===== src/spp_pkg.sv =====
// Shared types and constants of the sprite screen projection core.
// No dependencies; every other file of the block except spp_div refers to this package by scoped names.
package spp_pkg;

    // Field widths
    localparam int POS_W    = 24;
    localparam int VEC_W    = 16;
    localparam int DIM_W    = 13;
    localparam int DEPTH_W  = 25;
    localparam int CENTRE_W = 14;
    localparam int SIZE_W   = 13;
    localparam int COORD_W  = 12;
    localparam int TEX_W    = 8;
    localparam int TW_W     = 9;

    // Transform widths
    localparam int DELTA_W   = 25;
    localparam int PROD_W    = 41;
    localparam int NUM_W     = 42;
    localparam int NUM_MAG_W = 41;
    localparam int DET_W     = 33;
    localparam int DET_MAG_W = 32;
    localparam int VEC_SHIFT = 14;
    localparam int TX_W      = 42;
    localparam int TQ_W      = 41;
    localparam int SUM_W     = 43;
    localparam int SUM_MAG_W = 41;

    // Register indexes
    localparam logic [2:0] CFG_CAMERA_X     = 3'd0;
    localparam logic [2:0] CFG_CAMERA_Y     = 3'd1;
    localparam logic [2:0] CFG_VIEW_DIR_X   = 3'd2;
    localparam logic [2:0] CFG_VIEW_DIR_Y   = 3'd3;
    localparam logic [2:0] CFG_CAM_PLANE_X  = 3'd4;
    localparam logic [2:0] CFG_CAM_PLANE_Y  = 3'd5;
    localparam logic [2:0] CFG_SCREEN_WIDTH = 3'd6;
    localparam logic [2:0] CFG_SCREEN_HEIGHT = 3'd7;

    // Saturation limits
    localparam logic [TQ_W-1:0]     TX_LIMIT      = 41'h100_0000_0000;
    localparam logic [TQ_W-1:0]     DEPTH_POS_MAG = 41'h000_00FF_FFFF;
    localparam logic [TQ_W-1:0]     DEPTH_NEG_MAG = 41'h000_0100_0000;
    localparam logic [CENTRE_W-1:0] CENTRE_POS_MAG = 14'd8191;
    localparam logic [CENTRE_W-1:0] CENTRE_NEG_MAG = 14'd8192;
    localparam logic [SIZE_W-1:0]   SIZE_MAX      = 13'd8191;
    localparam logic [DIM_W-1:0]    DIM_MAX       = 13'd4096;

    typedef struct packed {
        logic [POS_W-1:0]        cam_x;
        logic [POS_W-1:0]        cam_y;
        logic signed [VEC_W-1:0] dir_x;
        logic signed [VEC_W-1:0] dir_y;
        logic signed [VEC_W-1:0] plane_x;
        logic signed [VEC_W-1:0] plane_y;
        logic [DIM_W-1:0]        width;
        logic [DIM_W-1:0]        height;
    } spp_cfg_t;

    typedef struct packed {
        logic signed [TX_W-1:0]    tx;
        logic signed [DEPTH_W-1:0] ty;
        logic                      kind;
    } spp_xf_t;

    typedef struct packed {
        logic                       behind;
        logic signed [DEPTH_W-1:0]  depth;
        logic signed [CENTRE_W-1:0] centre;
        logic [SIZE_W-1:0]          size;
        logic                       kind;
    } spp_proj_t;

    typedef struct packed {
        logic                       behind;
        logic signed [DEPTH_W-1:0]  depth;
        logic signed [CENTRE_W-1:0] centre;
        logic [SIZE_W-1:0]          size;
        logic [COORD_W-1:0]         first_col;
        logic [COORD_W-1:0]         end_col;
        logic [COORD_W-1:0]         first_row;
        logic [COORD_W-1:0]         end_row;
        logic [TEX_W-1:0]           tex;
    } spp_result_t;

endpackage


===== src/spp_div.sv =====
// Pipelined unsigned restoring divider, one quotient bit per stage, with overflow flag.
// Depends on nothing; a sideband word travels alongside each item.
module spp_div #(
    parameter int NW = 24,
    parameter int DW = 13,
    parameter int QW = 9,
    parameter int SW = 1
) (
    input  logic          aclk,
    input  logic          aresetn,
    input  logic          ce,
    input  logic          in_valid,
    input  logic [NW-1:0] num,
    input  logic [DW-1:0] den,
    input  logic [SW-1:0] side_in,
    output logic          out_valid,
    output logic [QW-1:0] quo,
    output logic          ovf,
    output logic [SW-1:0] side_out
);

    localparam int HW = NW - QW;
    localparam int CW = (HW > DW) ? HW : DW;

    logic [CW-1:0] hi_ext;
    logic [CW-1:0] den_ext;

    logic          v_reg    [0:QW];
    logic [DW-1:0] rem_reg  [0:QW];
    logic [QW-1:0] lq_reg   [0:QW];
    logic [DW-1:0] den_reg  [0:QW];
    logic          ovf_reg  [0:QW];
    logic [SW-1:0] side_reg [0:QW];

    logic [DW-1:0] rem_next [0:QW-1];
    logic [QW-1:0] lq_next  [0:QW-1];

    assign hi_ext  = CW'(num[NW-1:QW]);
    assign den_ext = CW'(den);

    // One trial subtraction per stage
    always_comb begin
        logic [DW:0] trial;
        logic [DW:0] diff;
        logic        ge;
        logic [QW:0] sh;
        for (int k = 0; k < QW; k++) begin
            trial = {rem_reg[k], lq_reg[k][QW-1]};
            diff  = trial - {1'b0, den_reg[k]};
            ge    = (trial >= {1'b0, den_reg[k]});
            rem_next[k] = ge ? diff[DW-1:0] : trial[DW-1:0];
            sh          = {lq_reg[k], ge};
            lq_next[k]  = sh[QW-1:0];
        end
    end

    always_ff @(posedge aclk) begin
        if (!aresetn) begin
            for (int k = 0; k <= QW; k++) begin
                v_reg[k] <= 1'b0;
            end
        end else if (ce) begin
            v_reg[0] <= in_valid;
            for (int k = 0; k < QW; k++) begin
                v_reg[k+1] <= v_reg[k];
            end
        end
    end

    always_ff @(posedge aclk) begin
        if (ce) begin
            rem_reg[0]  <= hi_ext[DW-1:0];
            lq_reg[0]   <= num[QW-1:0];
            den_reg[0]  <= den;
            ovf_reg[0]  <= (hi_ext >= den_ext);
            side_reg[0] <= side_in;
            for (int k = 0; k < QW; k++) begin
                rem_reg[k+1]  <= rem_next[k];
                lq_reg[k+1]   <= lq_next[k];
                den_reg[k+1]  <= den_reg[k];
                ovf_reg[k+1]  <= ovf_reg[k];
                side_reg[k+1] <= side_reg[k];
            end
        end
    end

    assign out_valid = v_reg[QW];
    assign quo       = lq_reg[QW];
    assign ovf       = ovf_reg[QW];
    assign side_out  = side_reg[QW];

endmodule


===== src/spp_clip.sv =====
// Screen clipping of the draw rectangle and texture column of the first drawn column.
// Depends on spp_pkg and spp_div.
module spp_clip #(
    parameter int SPRITE_TEX_WIDTH = 64,
    parameter int GOAL_TEX_WIDTH   = 64
) (
    input  logic                  aclk,
    input  logic                  aresetn,
    input  logic                  ce,
    input  logic                  in_valid,
    input  spp_pkg::spp_proj_t    in_proj,
    input  spp_pkg::spp_cfg_t     cfg,
    output logic                  out_valid,
    output spp_pkg::spp_result_t  out_res
);

    localparam logic [spp_pkg::TW_W-1:0] SPRITE_TW = spp_pkg::TW_W'(SPRITE_TEX_WIDTH);
    localparam logic [spp_pkg::TW_W-1:0] GOAL_TW   = spp_pkg::TW_W'(GOAL_TEX_WIDTH);
    localparam int LEFT_W = 15;
    localparam int OFF_W  = 16;
    localparam int TNUM_W = (OFF_W - 1) + spp_pkg::TW_W;

    typedef struct packed {
        spp_pkg::spp_result_t        res;
        logic [spp_pkg::TW_W-1:0]    tw;
        logic                        off_bad;
    } t_side_t;

    logic                                 v1_reg, v2_reg, v3_reg, v4_reg;
    spp_pkg::spp_result_t                 r1_reg, r2_reg, r3_reg;
    logic                                 kind1_reg;
    logic signed [LEFT_W-1:0]             left_reg;
    logic [OFF_W-2:0]                     off_mag_reg;
    logic                                 off_bad2_reg, off_bad3_reg;
    logic [spp_pkg::TW_W-1:0]             tw2_reg, tw3_reg;
    logic [TNUM_W-1:0]                    tprod_reg;

    logic [spp_pkg::COORD_W-1:0]          hs, half_h, wm1, hm1, fx, ex, fy, ey;
    logic [spp_pkg::DIM_W-1:0]            ey_w;
    logic signed [LEFT_W-1:0]             left, right, wm1_s;
    logic signed [OFF_W-1:0]              off;

    t_side_t                              t_side_in, t_side_out;
    logic                                 dv_t;
    logic [spp_pkg::TW_W-1:0]             q_t, twm1;
    logic                                 ovf_t;
    spp_pkg::spp_result_t                 res_next, res_reg;

    always_comb begin
        hs     = in_proj.size[spp_pkg::SIZE_W-1:1];
        half_h = cfg.height[spp_pkg::DIM_W-1:1];
        wm1    = spp_pkg::COORD_W'(cfg.width - 1'b1);
        hm1    = spp_pkg::COORD_W'(cfg.height - 1'b1);
        wm1_s  = $signed({3'b000, wm1});
        left   = LEFT_W'(in_proj.centre) - $signed({3'b000, hs});
        right  = LEFT_W'(in_proj.centre) + $signed({3'b000, hs});
        if (left < 0) begin
            fx = '0;
        end else if (left > wm1_s) begin
            fx = wm1;
        end else begin
            fx = left[spp_pkg::COORD_W-1:0];
        end
        if (right < 0) begin
            ex = '0;
        end else if (right > wm1_s) begin
            ex = wm1;
        end else begin
            ex = right[spp_pkg::COORD_W-1:0];
        end
        fy   = (half_h >= hs) ? half_h - hs : '0;
        ey_w = {1'b0, half_h} + {1'b0, hs};
        ey   = (ey_w >= cfg.height) ? hm1 : ey_w[spp_pkg::COORD_W-1:0];
    end

    assign off = $signed({4'b0000, r1_reg.first_col}) - OFF_W'(left_reg);

    always_ff @(posedge aclk) begin
        if (!aresetn) begin
            v1_reg <= 1'b0;
            v2_reg <= 1'b0;
            v3_reg <= 1'b0;
            v4_reg <= 1'b0;
        end else if (ce) begin
            v1_reg <= in_valid;
            v2_reg <= v1_reg;
            v3_reg <= v2_reg;
            v4_reg <= dv_t;
        end
    end

    always_ff @(posedge aclk) begin
        if (ce) begin
            r1_reg.behind    <= in_proj.behind;
            r1_reg.depth     <= in_proj.depth;
            r1_reg.centre    <= in_proj.centre;
            r1_reg.size      <= in_proj.size;
            r1_reg.first_col <= fx;
            r1_reg.end_col   <= ex;
            r1_reg.first_row <= fy;
            r1_reg.end_row   <= ey;
            r1_reg.tex       <= '0;
            kind1_reg        <= in_proj.kind;
            left_reg         <= left;

            r2_reg       <= r1_reg;
            off_mag_reg  <= off[OFF_W-2:0];
            off_bad2_reg <= off[OFF_W-1] || (r1_reg.size == '0);
            tw2_reg      <= kind1_reg ? GOAL_TW : SPRITE_TW;

            r3_reg       <= r2_reg;
            tprod_reg    <= off_mag_reg * tw2_reg;
            off_bad3_reg <= off_bad2_reg;
            tw3_reg      <= tw2_reg;

            res_reg <= res_next;
        end
    end

    assign t_side_in = '{res: r3_reg, tw: tw3_reg, off_bad: off_bad3_reg};

    spp_div #(
        .NW(TNUM_W),
        .DW(spp_pkg::SIZE_W),
        .QW(spp_pkg::TW_W),
        .SW($bits(t_side_t))
    ) u_div_tex (
        .aclk(aclk), .aresetn(aresetn), .ce(ce),
        .in_valid(v3_reg),
        .num(tprod_reg),
        .den(r3_reg.size),
        .side_in(t_side_in),
        .out_valid(dv_t),
        .quo(q_t),
        .ovf(ovf_t),
        .side_out(t_side_out)
    );

    // Limit the texture column to the texture width; drop it when undefined
    always_comb begin
        twm1     = t_side_out.tw - 1'b1;
        res_next = t_side_out.res;
        if (t_side_out.off_bad) begin
            res_next.tex = '0;
        end else if (ovf_t || q_t > twm1) begin
            res_next.tex = twm1[spp_pkg::TEX_W-1:0];
        end else begin
            res_next.tex = q_t[spp_pkg::TEX_W-1:0];
        end
    end

    assign out_valid = v4_reg;
    assign out_res   = res_reg;

endmodule


===== config.mk =====
export PLATFORM = sky130hd
export DESIGN_NAME = spp_clip
export DESIGN_NICKNAME = d
export VERILOG_FILES = /design/src/spp_pkg.sv /design/src/spp_div.sv /design/src/spp_clip.sv
export SDC_FILE = /design/constraint.sdc
export NUM_CORES = 1
export LEC_CHECK = 0
export BUFFER_PORTS_ARGS = -buffer_cell sky130_fd_sc_hd__buf_2
export CAP_MARGIN = 30
export CORE_MARGIN = 2
export CORE_UTILIZATION = 40
export CTS_CLUSTER_SIZE = 30
export DETAILED_ROUTE_END_ITERATION = 16
export GPL_TIMING_DRIVEN = 0
export PLACE_DENSITY = 0.52
export SLEW_MARGIN = 20
export SYNTH_ARGS = -nofsm -noshare
export SYNTH_HDL_FRONTEND = slang
export SYNTH_SLANG_ARGS = --single-unit

===== constraint.sdc =====
create_clock -name aclk -period 7.4 [get_ports aclk]
set_input_delay 1.48 -clock aclk [delete_from_list [all_inputs] [get_ports aclk]]
set_output_delay 1.48 -clock aclk [all_outputs]
set_load 0.05 [all_outputs]

==> reports/results.ini <==
[synth]
synth_edf_count = 1657
seq_area_frac_synth = 0.811
syn_inst = 3301
ys_ff_latch = 1670
synth.avg_cell_area_um2 = 18.7
synth.distinct_cells = 80
synthFlopType = edfxtp_1
synthesis.area_mm2 = 0.0617
synth_warnings = 0
synthArstFlopShare = 0

[setup_path]
reg2regPathDepth = 10
crit_path_start_kind = input port
crit_required_ns = 7.98
critPathSlowestCell = a2111oi_1
path_delay_family = compound AO/OA/AOI/OAI gates
path_buf_inv = 3
crit_chain = buf_2 -> inv_1 -> ha_1 -> nor2b_1 -> o311ai_1 -> a2111oi_1 -> o211ai_1 -> nand2_1 -> xnor2_1 -> ha_1 -> nand2_1 -> a211o_1 -> a211oi_1 -> nor2_1 -> a31oi_1 -> nor2_1 -> a311oi_2 -> buf_6 -> mux2i_1
worstPathArrival_ns = 6.21
crit_fanout = 10
cp-end-kind = flop
cp.depth = 19
worstSetupPathType = in2reg
critPathMaxStageDelay_ns = 0.60

[placement]
dp_hpwl_um = 59500
gp_congestion = 0.831
portBuffers = 191

[power]
clkPwrFrac = 0.346
p_sw_frac = 0.243
peakVddDrop_uv = 218
p_leak_nw = 25.7
pwr-share-seq = 0.508
p_comb_frac = 0.146
p_total_mw = 23.4
power.switching_mw = 5.68
intPower_mw = 17.7
power.density_mw_per_mm2 = 330

[finish]
nets = 4118
multiInputGateArea_mm2 = 0.0106
seq_area_mm2 = 0.0500
syn_to_final_growth_pct = 14.9
largest_reg_flops = 912
post-route-util = 0.462
drive_gt1_frac = 0.145
insertedDiodeCount = 0
n_fill_cell = 13164

[detailed_routing]
drtIter0Drc = 1656
firstDrtPassIters = 7
num_vias = 27269
ant_nets = 0
finalWirelength_um = 93100
avgRoutedWirePerCell_um = 15.9
post-route-drc-count = 0
viasPerCell = 4.66

[timing]
worstMarginPinSlew_ns = 0.799
final-hold-violation-count = 0
setup_viol = 0
tns_ns = 0
fin_skew_ns = 0.0333
layout_min_cycle_time_ns = 5.63
grt_setup_unrepaired = no
min_period_over_period = 0.761
drv_slew = 0
relSlewSlack = 0.460
fmax_ghz = 0.178

[global_routing]
grt_pass1_wl_um = 146000
grt_overflow = 0
grt_max_degree = 151
track_usage = 0.118
grt_pass1_vias = 26833
antenna_found_initial = 8

[outcome]
run_status = complete, no violations

[floorplanning]
start_util = 0.402
die_area_mm2 = 0.157
ios = 306
die_h_um = 397
core_area_mm2 = 0.154
fp.dieW_um = 397
rows = 144

[clock_network]
cts_tree = built
clk_latency_ns = 0.78
clk_pin_slew_worst_paths_ns = 0.06
cts-buffers-inserted = 175
cts.repair.resized = 0
ctsHoldBuffers = 0
clock-root-buffer = clkbuf_16
post-cts-setup-buffer-count = 0
cts.sinks = 1670
htree_levels = 4
cts_max_path_buffers = 3

[min_path]
hold_class = reg2reg
min_path_cells = 0

[flow_run]
maxCapViolCount = 0

## cell families after synthesis
group                      Yosys count  synth area share
and+or+nand+nor                    489            0.0394
DFF                               1670             0.811
muxes                              128            0.0228
adders and majority gates          240            0.0503
buffers and inverters              263            0.0165
xor gates and xnor gates           145            0.0206
other                                1         0.0000608
AOI/OAI and AO/OA                  365            0.0393
## power by group through the flow
stage          logic [mW]  clock network (mW)  registers (mW)
2_1_floorplan        2.43                   0            12.1
3_3_place_gp         3.38                   0            12.6
3_5_place_dp         3.43                   0            12.1
4_1_cts              3.46                8.44            11.9
5_1_grt              3.81                8.82            12.0
6_report             3.41                8.10            11.9
## worst register-to-register path, cell delays in order (launching register included)
cell      delay, ns
edfxtp_1       0.46
fa_1           0.46
nor2b_1        0.14
o21ai_0        0.12
a21boi_0       0.39
o41ai_1        0.17
o22ai_1        0.27
o21ai_0        0.13
a22oi_1        0.54
buf_2          0.39
mux2_2         0.38
## cell type report
cell class,count,share of cell area
clock inverter,92,0.0111
timing repair buffer,203,0.0184
clock buffer,215,0.0645
sequential,1670,0.706
buffer,34,0.00226
multi-input combinational,1369,0.150
tap,2044,0.0361
inverter,229,0.0121
## layer usage
metal | vias up | global-route usage | routed length (um)
li1 | 13411 | - | -
met1 | 13227 | 0.150 | 40900
met2 | 438 | 0.194 | 45500
met3 | 191 | 0.0285 | 3800
met4 | 2 | 0.0475 | 2810
met5 | - | 0 | 13
## layout by cell type (no fill, tap or decap), types with 33 or more instances in the layout
cell type  netlist  routed
mux2_2          87      87
edfxtp_1      1657    1657
mux2i_1         38      38
nor2b_1         51      51
nand3_1         37      37
clkbuf_1        22      60
ha_1           227     227
buf_2            8     198
xnor2_1        112     112
a21o_1          34      34
nand2_1         89      89
inv_1          228     228
o21ai_0         81      81
clkbuf_16        0     177
xor2_1          33      33
nor3_1          63      63
a21oi_1        101     101
clkinv_1         1      47
nor2_1         130     130
## worst paths after layout
path / from / endpoint / slack, ns
max: in_proj[3] / r1_reg[35] / 1.77
min: u_div_tex.ovf_reg[3] / u_div_tex.ovf_reg[4] / 0.39
max reg2reg: u_div_tex.den_reg[5][0] / u_div_tex.rem_reg[6][6] / 3.74
min reg2reg: u_div_tex.ovf_reg[3] / u_div_tex.ovf_reg[4] / 0.39
## cells in the mapped netlist (all sizes together) (4+ instances only)
| cell | number | area, um2 |
|---|---|---|
| a31oi | 7 | 43.8 |
| nor2 | 130 | 488 |
| o21a | 25 | 188 |
| edfxtp | 1657 | 49800 |
| fa | 13 | 260 |
| a21oi | 101 | 505 |
| nand3 | 38 | 195 |
| o21ai | 84 | 420 |
| or3 | 9 | 56.3 |
| ha | 227 | 2840 |
| o22ai | 4 | 25.0 |
| nor3 | 63 | 315 |
| nand3b | 5 | 37.5 |
| a221oi | 4 | 47.6 |
| and3 | 10 | 62.6 |
| and2 | 6 | 37.5 |
| a211o | 9 | 78.8 |
| nand2b | 18 | 113 |
| o31ai | 9 | 67.6 |
| or2 | 10 | 65.1 |
| a211oi | 19 | 153 |
| nand2 | 90 | 340 |
| or4 | 5 | 41.3 |
| a41oi | 7 | 83.8 |
| o211a | 8 | 80.1 |
| xor2 | 33 | 289 |
| o211ai | 7 | 52.6 |
| o21bai | 9 | 67.6 |
| a21o | 34 | 255 |
| nor2b | 51 | 319 |
| mux2 | 90 | 1020 |
| inv | 228 | 856 |
| clkbuf | 22 | 82.6 |
| nand4 | 31 | 194 |
| xnor2 | 112 | 981 |
| nor4 | 14 | 87.6 |
| dfxtp | 13 | 260 |
| o41ai | 5 | 43.8 |
| mux2i | 38 | 380 |
| buf | 12 | 77.6 |
| a21boi | 5 | 37.5 |
## metrics by stage
step	hold WS, ns	cell area (um2)	cells	setup WS, ns
after floorplan	0.400	61700	3302	2.28
after global placement	0.400	65200	5537	-21.58
after detailed placement	0.405	65500	5549	0.872
after CTS	0.391	70900	5856	1.72
after global routing	0.402	70900	5856	1.36
final	0.393	70900	5856	1.77
Power figures use the tool's default switching activity.
