[src/spp_pkg.sv]
// Shared types and constants of the sprite screen projection core.
// No dependencies; every other file of the block except spp_div refers to this package by scoped names.
package spp_pkg;

    // Field widths
    localparam int POS_W    = 24;
    localparam int VEC_W    = 16;
    localparam int DIM_W    = 13;
    localparam int DEPTH_W  = 25;
    localparam int CENTRE_W = 14;
    localparam int SIZE_W   = 13;
    localparam int COORD_W  = 12;
    localparam int TEX_W    = 8;
    localparam int TW_W     = 9;

    // Transform widths
    localparam int DELTA_W   = 25;
    localparam int PROD_W    = 41;
    localparam int NUM_W     = 42;
    localparam int NUM_MAG_W = 41;
    localparam int DET_W     = 33;
    localparam int DET_MAG_W = 32;
    localparam int VEC_SHIFT = 14;
    localparam int TX_W      = 42;
    localparam int TQ_W      = 41;
    localparam int SUM_W     = 43;
    localparam int SUM_MAG_W = 41;

    // Register indexes
    localparam logic [2:0] CFG_CAMERA_X     = 3'd0;
    localparam logic [2:0] CFG_CAMERA_Y     = 3'd1;
    localparam logic [2:0] CFG_VIEW_DIR_X   = 3'd2;
    localparam logic [2:0] CFG_VIEW_DIR_Y   = 3'd3;
    localparam logic [2:0] CFG_CAM_PLANE_X  = 3'd4;
    localparam logic [2:0] CFG_CAM_PLANE_Y  = 3'd5;
    localparam logic [2:0] CFG_SCREEN_WIDTH = 3'd6;
    localparam logic [2:0] CFG_SCREEN_HEIGHT = 3'd7;

    // Saturation limits
    localparam logic [TQ_W-1:0]     TX_LIMIT      = 41'h100_0000_0000;
    localparam logic [TQ_W-1:0]     DEPTH_POS_MAG = 41'h000_00FF_FFFF;
    localparam logic [TQ_W-1:0]     DEPTH_NEG_MAG = 41'h000_0100_0000;
    localparam logic [CENTRE_W-1:0] CENTRE_POS_MAG = 14'd8191;
    localparam logic [CENTRE_W-1:0] CENTRE_NEG_MAG = 14'd8192;
    localparam logic [SIZE_W-1:0]   SIZE_MAX      = 13'd8191;
    localparam logic [DIM_W-1:0]    DIM_MAX       = 13'd4096;

    typedef struct packed {
        logic [POS_W-1:0]        cam_x;
        logic [POS_W-1:0]        cam_y;
        logic signed [VEC_W-1:0] dir_x;
        logic signed [VEC_W-1:0] dir_y;
        logic signed [VEC_W-1:0] plane_x;
        logic signed [VEC_W-1:0] plane_y;
        logic [DIM_W-1:0]        width;
        logic [DIM_W-1:0]        height;
    } spp_cfg_t;

    typedef struct packed {
        logic signed [TX_W-1:0]    tx;
        logic signed [DEPTH_W-1:0] ty;
        logic                      kind;
    } spp_xf_t;

    typedef struct packed {
        logic                       behind;
        logic signed [DEPTH_W-1:0]  depth;
        logic signed [CENTRE_W-1:0] centre;
        logic [SIZE_W-1:0]          size;
        logic                       kind;
    } spp_proj_t;

    typedef struct packed {
        logic                       behind;
        logic signed [DEPTH_W-1:0]  depth;
        logic signed [CENTRE_W-1:0] centre;
        logic [SIZE_W-1:0]          size;
        logic [COORD_W-1:0]         first_col;
        logic [COORD_W-1:0]         end_col;
        logic [COORD_W-1:0]         first_row;
        logic [COORD_W-1:0]         end_row;
        logic [TEX_W-1:0]           tex;
    } spp_result_t;

endpackage

[src/spp_div.sv]
// Pipelined unsigned restoring divider, one quotient bit per stage, with overflow flag.
// Depends on nothing; a sideband word travels alongside each item.
module spp_div #(
    parameter int NW = 24,
    parameter int DW = 13,
    parameter int QW = 9,
    parameter int SW = 1
) (
    input  logic          aclk,
    input  logic          aresetn,
    input  logic          ce,
    input  logic          in_valid,
    input  logic [NW-1:0] num,
    input  logic [DW-1:0] den,
    input  logic [SW-1:0] side_in,
    output logic          out_valid,
    output logic [QW-1:0] quo,
    output logic          ovf,
    output logic [SW-1:0] side_out
);

    localparam int HW = NW - QW;
    localparam int CW = (HW > DW) ? HW : DW;

    logic [CW-1:0] hi_ext;
    logic [CW-1:0] den_ext;

    logic          v_reg    [0:QW];
    logic [DW-1:0] rem_reg  [0:QW];
    logic [QW-1:0] lq_reg   [0:QW];
    logic [DW-1:0] den_reg  [0:QW];
    logic          ovf_reg  [0:QW];
    logic [SW-1:0] side_reg [0:QW];

    logic [DW-1:0] rem_next [0:QW-1];
    logic [QW-1:0] lq_next  [0:QW-1];

    assign hi_ext  = CW'(num[NW-1:QW]);
    assign den_ext = CW'(den);

    // One trial subtraction per stage
    always_comb begin
        logic [DW:0] trial;
        logic [DW:0] diff;
        logic        ge;
        logic [QW:0] sh;
        for (int k = 0; k < QW; k++) begin
            trial = {rem_reg[k], lq_reg[k][QW-1]};
            diff  = trial - {1'b0, den_reg[k]};
            ge    = (trial >= {1'b0, den_reg[k]});
            rem_next[k] = ge ? diff[DW-1:0] : trial[DW-1:0];
            sh          = {lq_reg[k], ge};
            lq_next[k]  = sh[QW-1:0];
        end
    end

    always_ff @(posedge aclk) begin
        if (!aresetn) begin
            for (int k = 0; k <= QW; k++) begin
                v_reg[k] <= 1'b0;
            end
        end else if (ce) begin
            v_reg[0] <= in_valid;
            for (int k = 0; k < QW; k++) begin
                v_reg[k+1] <= v_reg[k];
            end
        end
    end

    always_ff @(posedge aclk) begin
        if (ce) begin
            rem_reg[0]  <= hi_ext[DW-1:0];
            lq_reg[0]   <= num[QW-1:0];
            den_reg[0]  <= den;
            ovf_reg[0]  <= (hi_ext >= den_ext);
            side_reg[0] <= side_in;
            for (int k = 0; k < QW; k++) begin
                rem_reg[k+1]  <= rem_next[k];
                lq_reg[k+1]   <= lq_next[k];
                den_reg[k+1]  <= den_reg[k];
                ovf_reg[k+1]  <= ovf_reg[k];
                side_reg[k+1] <= side_reg[k];
            end
        end
    end

    assign out_valid = v_reg[QW];
    assign quo       = lq_reg[QW];
    assign ovf       = ovf_reg[QW];
    assign side_out  = side_reg[QW];

endmodule

[src/spp_project.sv]
// Perspective projection: centre column and square size from tx and depth.
// Depends on spp_pkg and spp_div.
module spp_project #(
    parameter int FRACTION_BITS = 16
) (
    input  logic                  aclk,
    input  logic                  aresetn,
    input  logic                  ce,
    input  logic                  in_valid,
    input  spp_pkg::spp_xf_t      in_xf,
    input  spp_pkg::spp_cfg_t     cfg,
    output logic                  out_valid,
    output spp_pkg::spp_proj_t    out_proj
);

    localparam int HALF_W  = spp_pkg::DIM_W - 1;
    localparam int CPROD_W = spp_pkg::SUM_MAG_W + HALF_W;
    localparam int SNUM_W  = spp_pkg::DIM_W + FRACTION_BITS;

    typedef struct packed {
        logic signed [spp_pkg::DEPTH_W-1:0] ty;
        logic                               ty_zero;
        logic                               tx_pos;
        logic                               tx_neg;
        logic                               c_neg;
        logic                               kind;
    } c_side_t;

    logic                                v1_reg, v2_reg, v3_reg, v4_reg;
    logic signed [spp_pkg::SUM_W-1:0]    sum_reg;
    logic signed [spp_pkg::DEPTH_W-1:0]  ty1_reg, ty2_reg, ty3_reg;
    logic                                txp1_reg, txn1_reg, kind1_reg;
    logic [spp_pkg::SUM_MAG_W-1:0]       s_mag_reg;
    logic [spp_pkg::DEPTH_W-1:0]         ty_mag2_reg, ty_mag3_reg;
    logic                                c_neg2_reg, c_neg3_reg;
    logic                                tyz2_reg, tyz3_reg;
    logic                                txp2_reg, txn2_reg, txp3_reg, txn3_reg;
    logic                                kind2_reg, kind3_reg;
    logic [CPROD_W-1:0]                  cprod_reg;

    logic signed [spp_pkg::SUM_W-1:0]    sum_abs;
    logic signed [spp_pkg::DEPTH_W:0]    ty_w, ty_abs;
    logic [HALF_W-1:0]                   half;

    c_side_t                             c_side_in, c_side_out;
    logic                                dv_c, dv_s;
    logic [spp_pkg::CENTRE_W-1:0]        q_c, q_s;
    logic                                ovf_c, ovf_s;
    logic [SNUM_W-1:0]                   s_num;

    logic signed [spp_pkg::CENTRE_W:0]   c_m;
    spp_pkg::spp_proj_t                  proj_next, proj_reg;

    assign half    = cfg.width[spp_pkg::DIM_W-1:1];
    assign sum_abs = sum_reg[spp_pkg::SUM_W-1] ? -sum_reg : sum_reg;
    assign ty_w    = (spp_pkg::DEPTH_W + 1)'(ty1_reg);
    assign ty_abs  = ty_w[spp_pkg::DEPTH_W] ? -ty_w : ty_w;
    assign s_num   = {cfg.height, {FRACTION_BITS{1'b0}}};

    always_ff @(posedge aclk) begin
        if (!aresetn) begin
            v1_reg <= 1'b0;
            v2_reg <= 1'b0;
            v3_reg <= 1'b0;
            v4_reg <= 1'b0;
        end else if (ce) begin
            v1_reg <= in_valid;
            v2_reg <= v1_reg;
            v3_reg <= v2_reg;
            v4_reg <= dv_c;
        end
    end

    always_ff @(posedge aclk) begin
        if (ce) begin
            sum_reg   <= spp_pkg::SUM_W'(in_xf.tx) + spp_pkg::SUM_W'(in_xf.ty);
            ty1_reg   <= in_xf.ty;
            txp1_reg  <= !in_xf.tx[spp_pkg::TX_W-1] && (in_xf.tx != '0);
            txn1_reg  <= in_xf.tx[spp_pkg::TX_W-1];
            kind1_reg <= in_xf.kind;

            s_mag_reg   <= sum_abs[spp_pkg::SUM_MAG_W-1:0];
            ty_mag2_reg <= ty_abs[spp_pkg::DEPTH_W-1:0];
            c_neg2_reg  <= sum_reg[spp_pkg::SUM_W-1] ^ ty1_reg[spp_pkg::DEPTH_W-1];
            tyz2_reg    <= (ty1_reg == '0);
            ty2_reg     <= ty1_reg;
            txp2_reg    <= txp1_reg;
            txn2_reg    <= txn1_reg;
            kind2_reg   <= kind1_reg;

            cprod_reg   <= s_mag_reg * half;
            ty_mag3_reg <= ty_mag2_reg;
            c_neg3_reg  <= c_neg2_reg;
            tyz3_reg    <= tyz2_reg;
            ty3_reg     <= ty2_reg;
            txp3_reg    <= txp2_reg;
            txn3_reg    <= txn2_reg;
            kind3_reg   <= kind2_reg;

            proj_reg <= proj_next;
        end
    end

    assign c_side_in = '{ty: ty3_reg, ty_zero: tyz3_reg, tx_pos: txp3_reg, tx_neg: txn3_reg,
                         c_neg: c_neg3_reg, kind: kind3_reg};

    spp_div #(
        .NW(CPROD_W),
        .DW(spp_pkg::DEPTH_W),
        .QW(spp_pkg::CENTRE_W),
        .SW($bits(c_side_t))
    ) u_div_centre (
        .aclk(aclk), .aresetn(aresetn), .ce(ce),
        .in_valid(v3_reg),
        .num(cprod_reg),
        .den(ty_mag3_reg),
        .side_in(c_side_in),
        .out_valid(dv_c),
        .quo(q_c),
        .ovf(ovf_c),
        .side_out(c_side_out)
    );

    spp_div #(
        .NW(SNUM_W),
        .DW(spp_pkg::DEPTH_W),
        .QW(spp_pkg::CENTRE_W),
        .SW(1)
    ) u_div_size (
        .aclk(aclk), .aresetn(aresetn), .ce(ce),
        .in_valid(v3_reg),
        .num(s_num),
        .den(ty_mag3_reg),
        .side_in(1'b0),
        .out_valid(dv_s),
        .quo(q_s),
        .ovf(ovf_s),
        .side_out()
    );

    // Saturate centre and size; zero depth takes the edge or middle column
    always_comb begin
        c_m = $signed({1'b0, q_c});
        proj_next.kind   = c_side_out.kind;
        proj_next.depth  = c_side_out.ty;
        proj_next.behind = c_side_out.ty[spp_pkg::DEPTH_W-1] || c_side_out.ty_zero;
        if (c_side_out.ty_zero) begin
            proj_next.size = spp_pkg::SIZE_MAX;
            if (c_side_out.tx_pos) begin
                proj_next.centre = $signed(spp_pkg::CENTRE_POS_MAG);
            end else if (c_side_out.tx_neg) begin
                proj_next.centre = $signed(spp_pkg::CENTRE_NEG_MAG);
            end else begin
                proj_next.centre = $signed({2'b00, half});
            end
        end else begin
            if (ovf_s || q_s > spp_pkg::CENTRE_W'(spp_pkg::SIZE_MAX)) begin
                proj_next.size = spp_pkg::SIZE_MAX;
            end else begin
                proj_next.size = q_s[spp_pkg::SIZE_W-1:0];
            end
            if (c_side_out.c_neg) begin
                if (ovf_c || q_c > spp_pkg::CENTRE_NEG_MAG) begin
                    proj_next.centre = $signed(spp_pkg::CENTRE_NEG_MAG);
                end else begin
                    proj_next.centre = spp_pkg::CENTRE_W'(-c_m);
                end
            end else begin
                if (ovf_c || q_c > spp_pkg::CENTRE_POS_MAG) begin
                    proj_next.centre = $signed(spp_pkg::CENTRE_POS_MAG);
                end else begin
                    proj_next.centre = $signed(q_c);
                end
            end
        end
    end

    // The size divider runs in lockstep with the centre divider
    logic unused_dv_s;
    assign unused_dv_s = dv_s;

    assign out_valid = v4_reg;
    assign out_proj  = proj_reg;

endmodule

[config.mk]
export PLATFORM = sky130hd
export DESIGN_NAME = spp_project
export DESIGN_NICKNAME = d
export VERILOG_FILES = /design/src/spp_pkg.sv /design/src/spp_div.sv /design/src/spp_project.sv
export SDC_FILE = /design/constraint.sdc
export NUM_CORES = 2
export LEC_CHECK = 0
export BUFFER_PORTS_ARGS = -buffer_cell sky130_fd_sc_hd__buf_2
export CORE_MARGIN = 2
export CORE_UTILIZATION = 64
export DETAILED_ROUTE_END_ITERATION = 8
export MAX_ROUTING_LAYER = met4
export PLACE_DENSITY = 0.81
export SLEW_MARGIN = 40
export SYNTH_ARGS = -nofsm -noshare
export SYNTH_HDL_FRONTEND = slang
export SYNTH_SLANG_ARGS = --single-unit
[constraint.sdc]
create_clock -name aclk -period 9.35 [get_ports aclk]
set_input_delay 0.4675 -clock aclk [delete_from_list [all_inputs] [get_ports aclk]]
set_output_delay 0.4675 -clock aclk [all_outputs]
set_load 0.02 [all_outputs]
==> run_results.csv <==
group,metric,value,unit
synthesis,synth_top_area_share,52.6,%
synthesis,synth_top_family_by_area,"adder cells",
drt,drt-total-wl,296000,um
clocking,clk_pin_slew_worst_paths,0.07,ns
drt,via_per_inst,6.09,
drt,dr.first_iter.drc_count,7044,
clocking,clk_latency,0.90,ns
floorplan,io_pins,265,
floorplan,die_x,442,um
synthesis,synth_compound_area_share,10.9,%
timing,setup_tns,0,ns
synthesis,synthMuxAreaShare,3.25,%
floorplan,start_util,64.5,%
synthesis,synth-async-reset-ratio,0,%
clocking,postCtsSetupBuffers,0,
synthesis,synthSimpleGateAreaFrac,8.97,%
synthesis,yosys_warnings,0,
timing,tightestPinTransition,0.948,ns
timing,relSlewSlack,36.3,%
floorplan,core_area,190000,sq um
clocking,htree_levels,4,
timing,fin_skew,0.0828,ns
worst_setup_path,slowest_stage,"edfxtp_1",
drt,wl_met1,120000,um
worst_setup_path,worstPathArrival,8.51,ns
global_routing,grt_pass1_wl,458000,um
cells_and_area,fin_area,135000,sq um
pwr,ir_drop,0.618,mV
pwr,p_switching,23.0,mW
drt,dr_wl_met3,17800,um
pwr,p_comb_share,54.1,%
synthesis,ys_seq_elements,2164,
clocking,clock-root-buffer,"clkbuf_16",
worst_setup_path,critPathMaxFanout,12,
placement,hpwl,213000,um
global_routing,antenna_found_initial,7,
clocking,ctsResizeCount,0,
drt,wl_per_cell,22.6,um
timing,setup_viol,0,
synthesis,ys_types,92,
timing,rsz0062_at_grt,"false",
synthesis,synthAdderAreaFrac,15.6,%
placement,place_congestion,0.993,
pwr,powerDensity,409,nW/um^2
worst_setup_path,crit_chain,"and2_1, fa_1, inv_1, fa_1, inv_1, fa_1, fa_1, inv_1, fa_1, inv_1, ha_1, a2111oi_0, a21oi_1, a21oi_1, nand3_1, a221oi_1, clkbuf_2, a22o_1, o41ai_1, a221oi_1, inv_1, a31oi_1, xnor2_1",
synthesis,synthTopCellsByArea,"edfxtp_1 53%, ha_1 8.8%, fa_1 6.8%",
pwr,power_frac_clock,16.6,%
drt,top_layer,"met4",
drt,vias,79800,
worst_setup_path,slowest_delay,0.66,ns
global_routing,grt_max_degree,160,
global_routing,grt-ovfl-total,0,
worst_setup_path,r2r_cells,23,
worst_setup_path,critPathKind,"flop to flop",
drt,ant_nets,0,
worst_hold_path,min_path_type,"input port to flop",
clocking,hold_buffers,43,
synthesis,seq_area_frac_synth,52.8,%
global_routing,grt_pass1_vias,80200,
drt,wl_met2,144000,um
placement,postPlaceCellArea,127000,sq um
clocking,cts_tree,"done",
floorplan,die_area,195000,sq um
worst_setup_path,r2r-start,"s_mag_reg[4]",
worst_setup_path,cp_data_required_time,9.97,ns
drt,drc,0,
clocking,numCtsBuffers,215,
synthesis,avgSynthCellArea,12.1,sq um
synthesis,synth_edf_count,2151,
floorplan,rows,160,
synthesis,synthFlopType,"edfxtp_1",
placement,io_buffers,151,
global_routing,grt.total_usage,31.0,%
cells_and_area,fin_nets,11900,
worst_hold_path,holdPathEnd,"ty1_reg[24]",
worst_setup_path,r2r_setup_slack,1.45,ns
pwr,power,55.1,mW
pwr,seqPwrFrac,29.3,%
timing,finalMaxSlewViolations,0,
pwr,intPower,32.1,mW
worst_setup_path,cp_num_cells,23,
pwr,swShare,41.7,%
worst_setup_path,critical-path-top-delay-family,"adder cells",
clocking,cts_sinks,2164,
synthesis,syn_area,123000,sq um
cells_and_area,drive_gt1_share,9.20,%
synthesis,synth_xor_area_share,4.77,%
worst_hold_path,min_from,"in_xf[25]",
cells_and_area,area_growth,9.75,%
status,status,"finished, final reports clean",
timing,finalHoldViolCount,0,
timing,finalCriticalPeriod,7.90,ns
worst_setup_path,crit_buf_inv,6,
cells_and_area,largest_register_ffs,436,
timing,fin_crit_sh,84.4,%
synthesis,synth_largest_area_cell,"edfxtp_1",
worst_setup_path,startpoint_type,"flop",
run,drv_cap,0,
clocking,clk_path_buf_depth,3,
worst_setup_path,worstReg2RegEnd,"cprod_reg[46]",
worst_setup_path,cp-end-kind,"flop",
synthesis,synth_cells,10100,
pwr,leakage,54.8,nW
timing,fmax,0.127,GHz
floorplan,die_h,442,um
worst_hold_path,min_path_cells,1,
drt,dr.pass1.iters,6,
cells_and_area,utilization,70.8,%
-- cell usage in the layout (no fill, tap or decap), types with 34 or more instances in the layout --
cell           count
and2_1           159
o21a_1           110
and3_1            57
o31ai_1           58
nand4_1          110
ha_1             862
clkinv_1          36
nand3_1          107
buf_4             45
fa_1             416
buf_2            150
mux2i_1           44
nor2_1           441
nor4_1            34
mux2_2           315
a21boi_0          37
clkinv_2          36
or3_1             45
a21oi_1          638
inv_1            989
a31oi_1           72
o21ai_0          529
edfxtp_1        2151
nor2b_1          140
xnor2_1          441
nand2b_1         135
nor3_1           104
nand2_1          856
dlygate4sd3_1     43
a21o_1           319
o21bai_1          79
xor2_1           228
clkbuf_16        215
a211oi_1          38
-- final cells by class --
class,count,area [sq um]
sequential,2164,64900
fill,12800,55600
multi-input combinational,6744,53500
clock buffer,240,5470
inverter,989,3710
tap,2511,3140
clock inverter,167,2090
timing repair buffer,265,1990
antenna,6,15.0
-- routing by layer --
layer	GRT usage, %	up-vias
li1	-	37000
met1	39.2	39000
met2	50.4	2983
met3	4.29	726
met4	13.6	0
met5	-	-
-- logic make-up (layout without fill, tap and decap cells) --
family	after synthesis	in the layout
xor gates and xnor gates	669	669
DFF	2164	2164
and+or+nand+nor	2294	2294
AOI/OAI and AO/OA	2139	2139
muxes	359	359
other	1	11
adders and majority gates	1278	1278
buffers and inverters	1223	1661
-- power by group through the flow --
stage / Combinational, mW / Clock, mW / Sequential, mW
3_3_place_gp: 28.1 / 0 / 16.2
4_1_cts: 29.4 / 9.28 / 16.1
3_5_place_dp: 28.9 / 0 / 16.3
2_1_floorplan: 21.8 / 0 / 15.3
6_report: 29.8 / 9.17 / 16.2
5_1_grt: 32.9 / 9.67 / 16.3
-- synth_stat cells, types with 20 or more instances --
cell	instances
fa_1	416
and3_1	57
clkbuf_1	204
a21boi_0	37
nor2_1	441
or2_2	28
a21o_1	320
nor4_1	36
or3_1	45
nor3_1	107
nand2_1	856
o41ai_1	20
nand4_1	110
and2_1	159
inv_1	989
nand2b_1	135
o21bai_1	80
a31oi_1	72
mux2i_1	44
mux2_2	315
xnor2_1	441
o31ai_1	59
a211o_1	20
nor2b_1	141
nand3_1	107
o21a_1	110
a211oi_1	40
xor2_1	228
o21ai_0	529
ha_1	862
a21oi_1	640
o211ai_1	23
edfxtp_1	2151
-- stage by stage --
step / instances / hold slack (ns) / worst slack [ns]
4_1_cts: 13100 / 0.0147 / 1.44
2_1_floorplan: 10100 / 0.400 / 2.72
3_3_place_gp: 12600 / 0.400 / 1.38
3_5_place_dp: 12600 / 0.405 / 1.32
6_report: 13100 / 0.0738 / 1.45
5_1_grt: 13100 / 0.0389 / 1.22
-- worst max-delay path by stage --
stage,start,to,slack [ns]
6_report,s_mag_reg[4],cprod_reg[46],1.45
5_1_grt,s_mag_reg[4],cprod_reg[46],1.22
4_1_cts,s_mag_reg[4],cprod_reg[46],1.44
3_5_place_dp,cfg[25],cprod_reg[46],1.32
3_3_place_gp,cfg[25],cprod_reg[46],1.38
2_1_floorplan,cfg[19],cprod_reg[46],2.72
-- worst reg2reg max path, stage by stage, from the launching register on --
cell,delay [ns]
edfxtp_1,0.66
and2_1,0.30
fa_1,0.50
inv_1,0.05
fa_1,0.47
inv_1,0.06
fa_1,0.52
fa_1,0.55
inv_1,0.06
fa_1,0.54
inv_1,0.04
ha_1,0.39
a2111oi_0,0.54
a21oi_1,0.23
a21oi_1,0.50
nand3_1,0.15
a221oi_1,0.47
clkbuf_2,0.26
a22o_1,0.26
o41ai_1,0.13
a221oi_1,0.49
inv_1,0.15
a31oi_1,0.23
xnor2_1,0.08
Power figures use the tool's default switching activity.
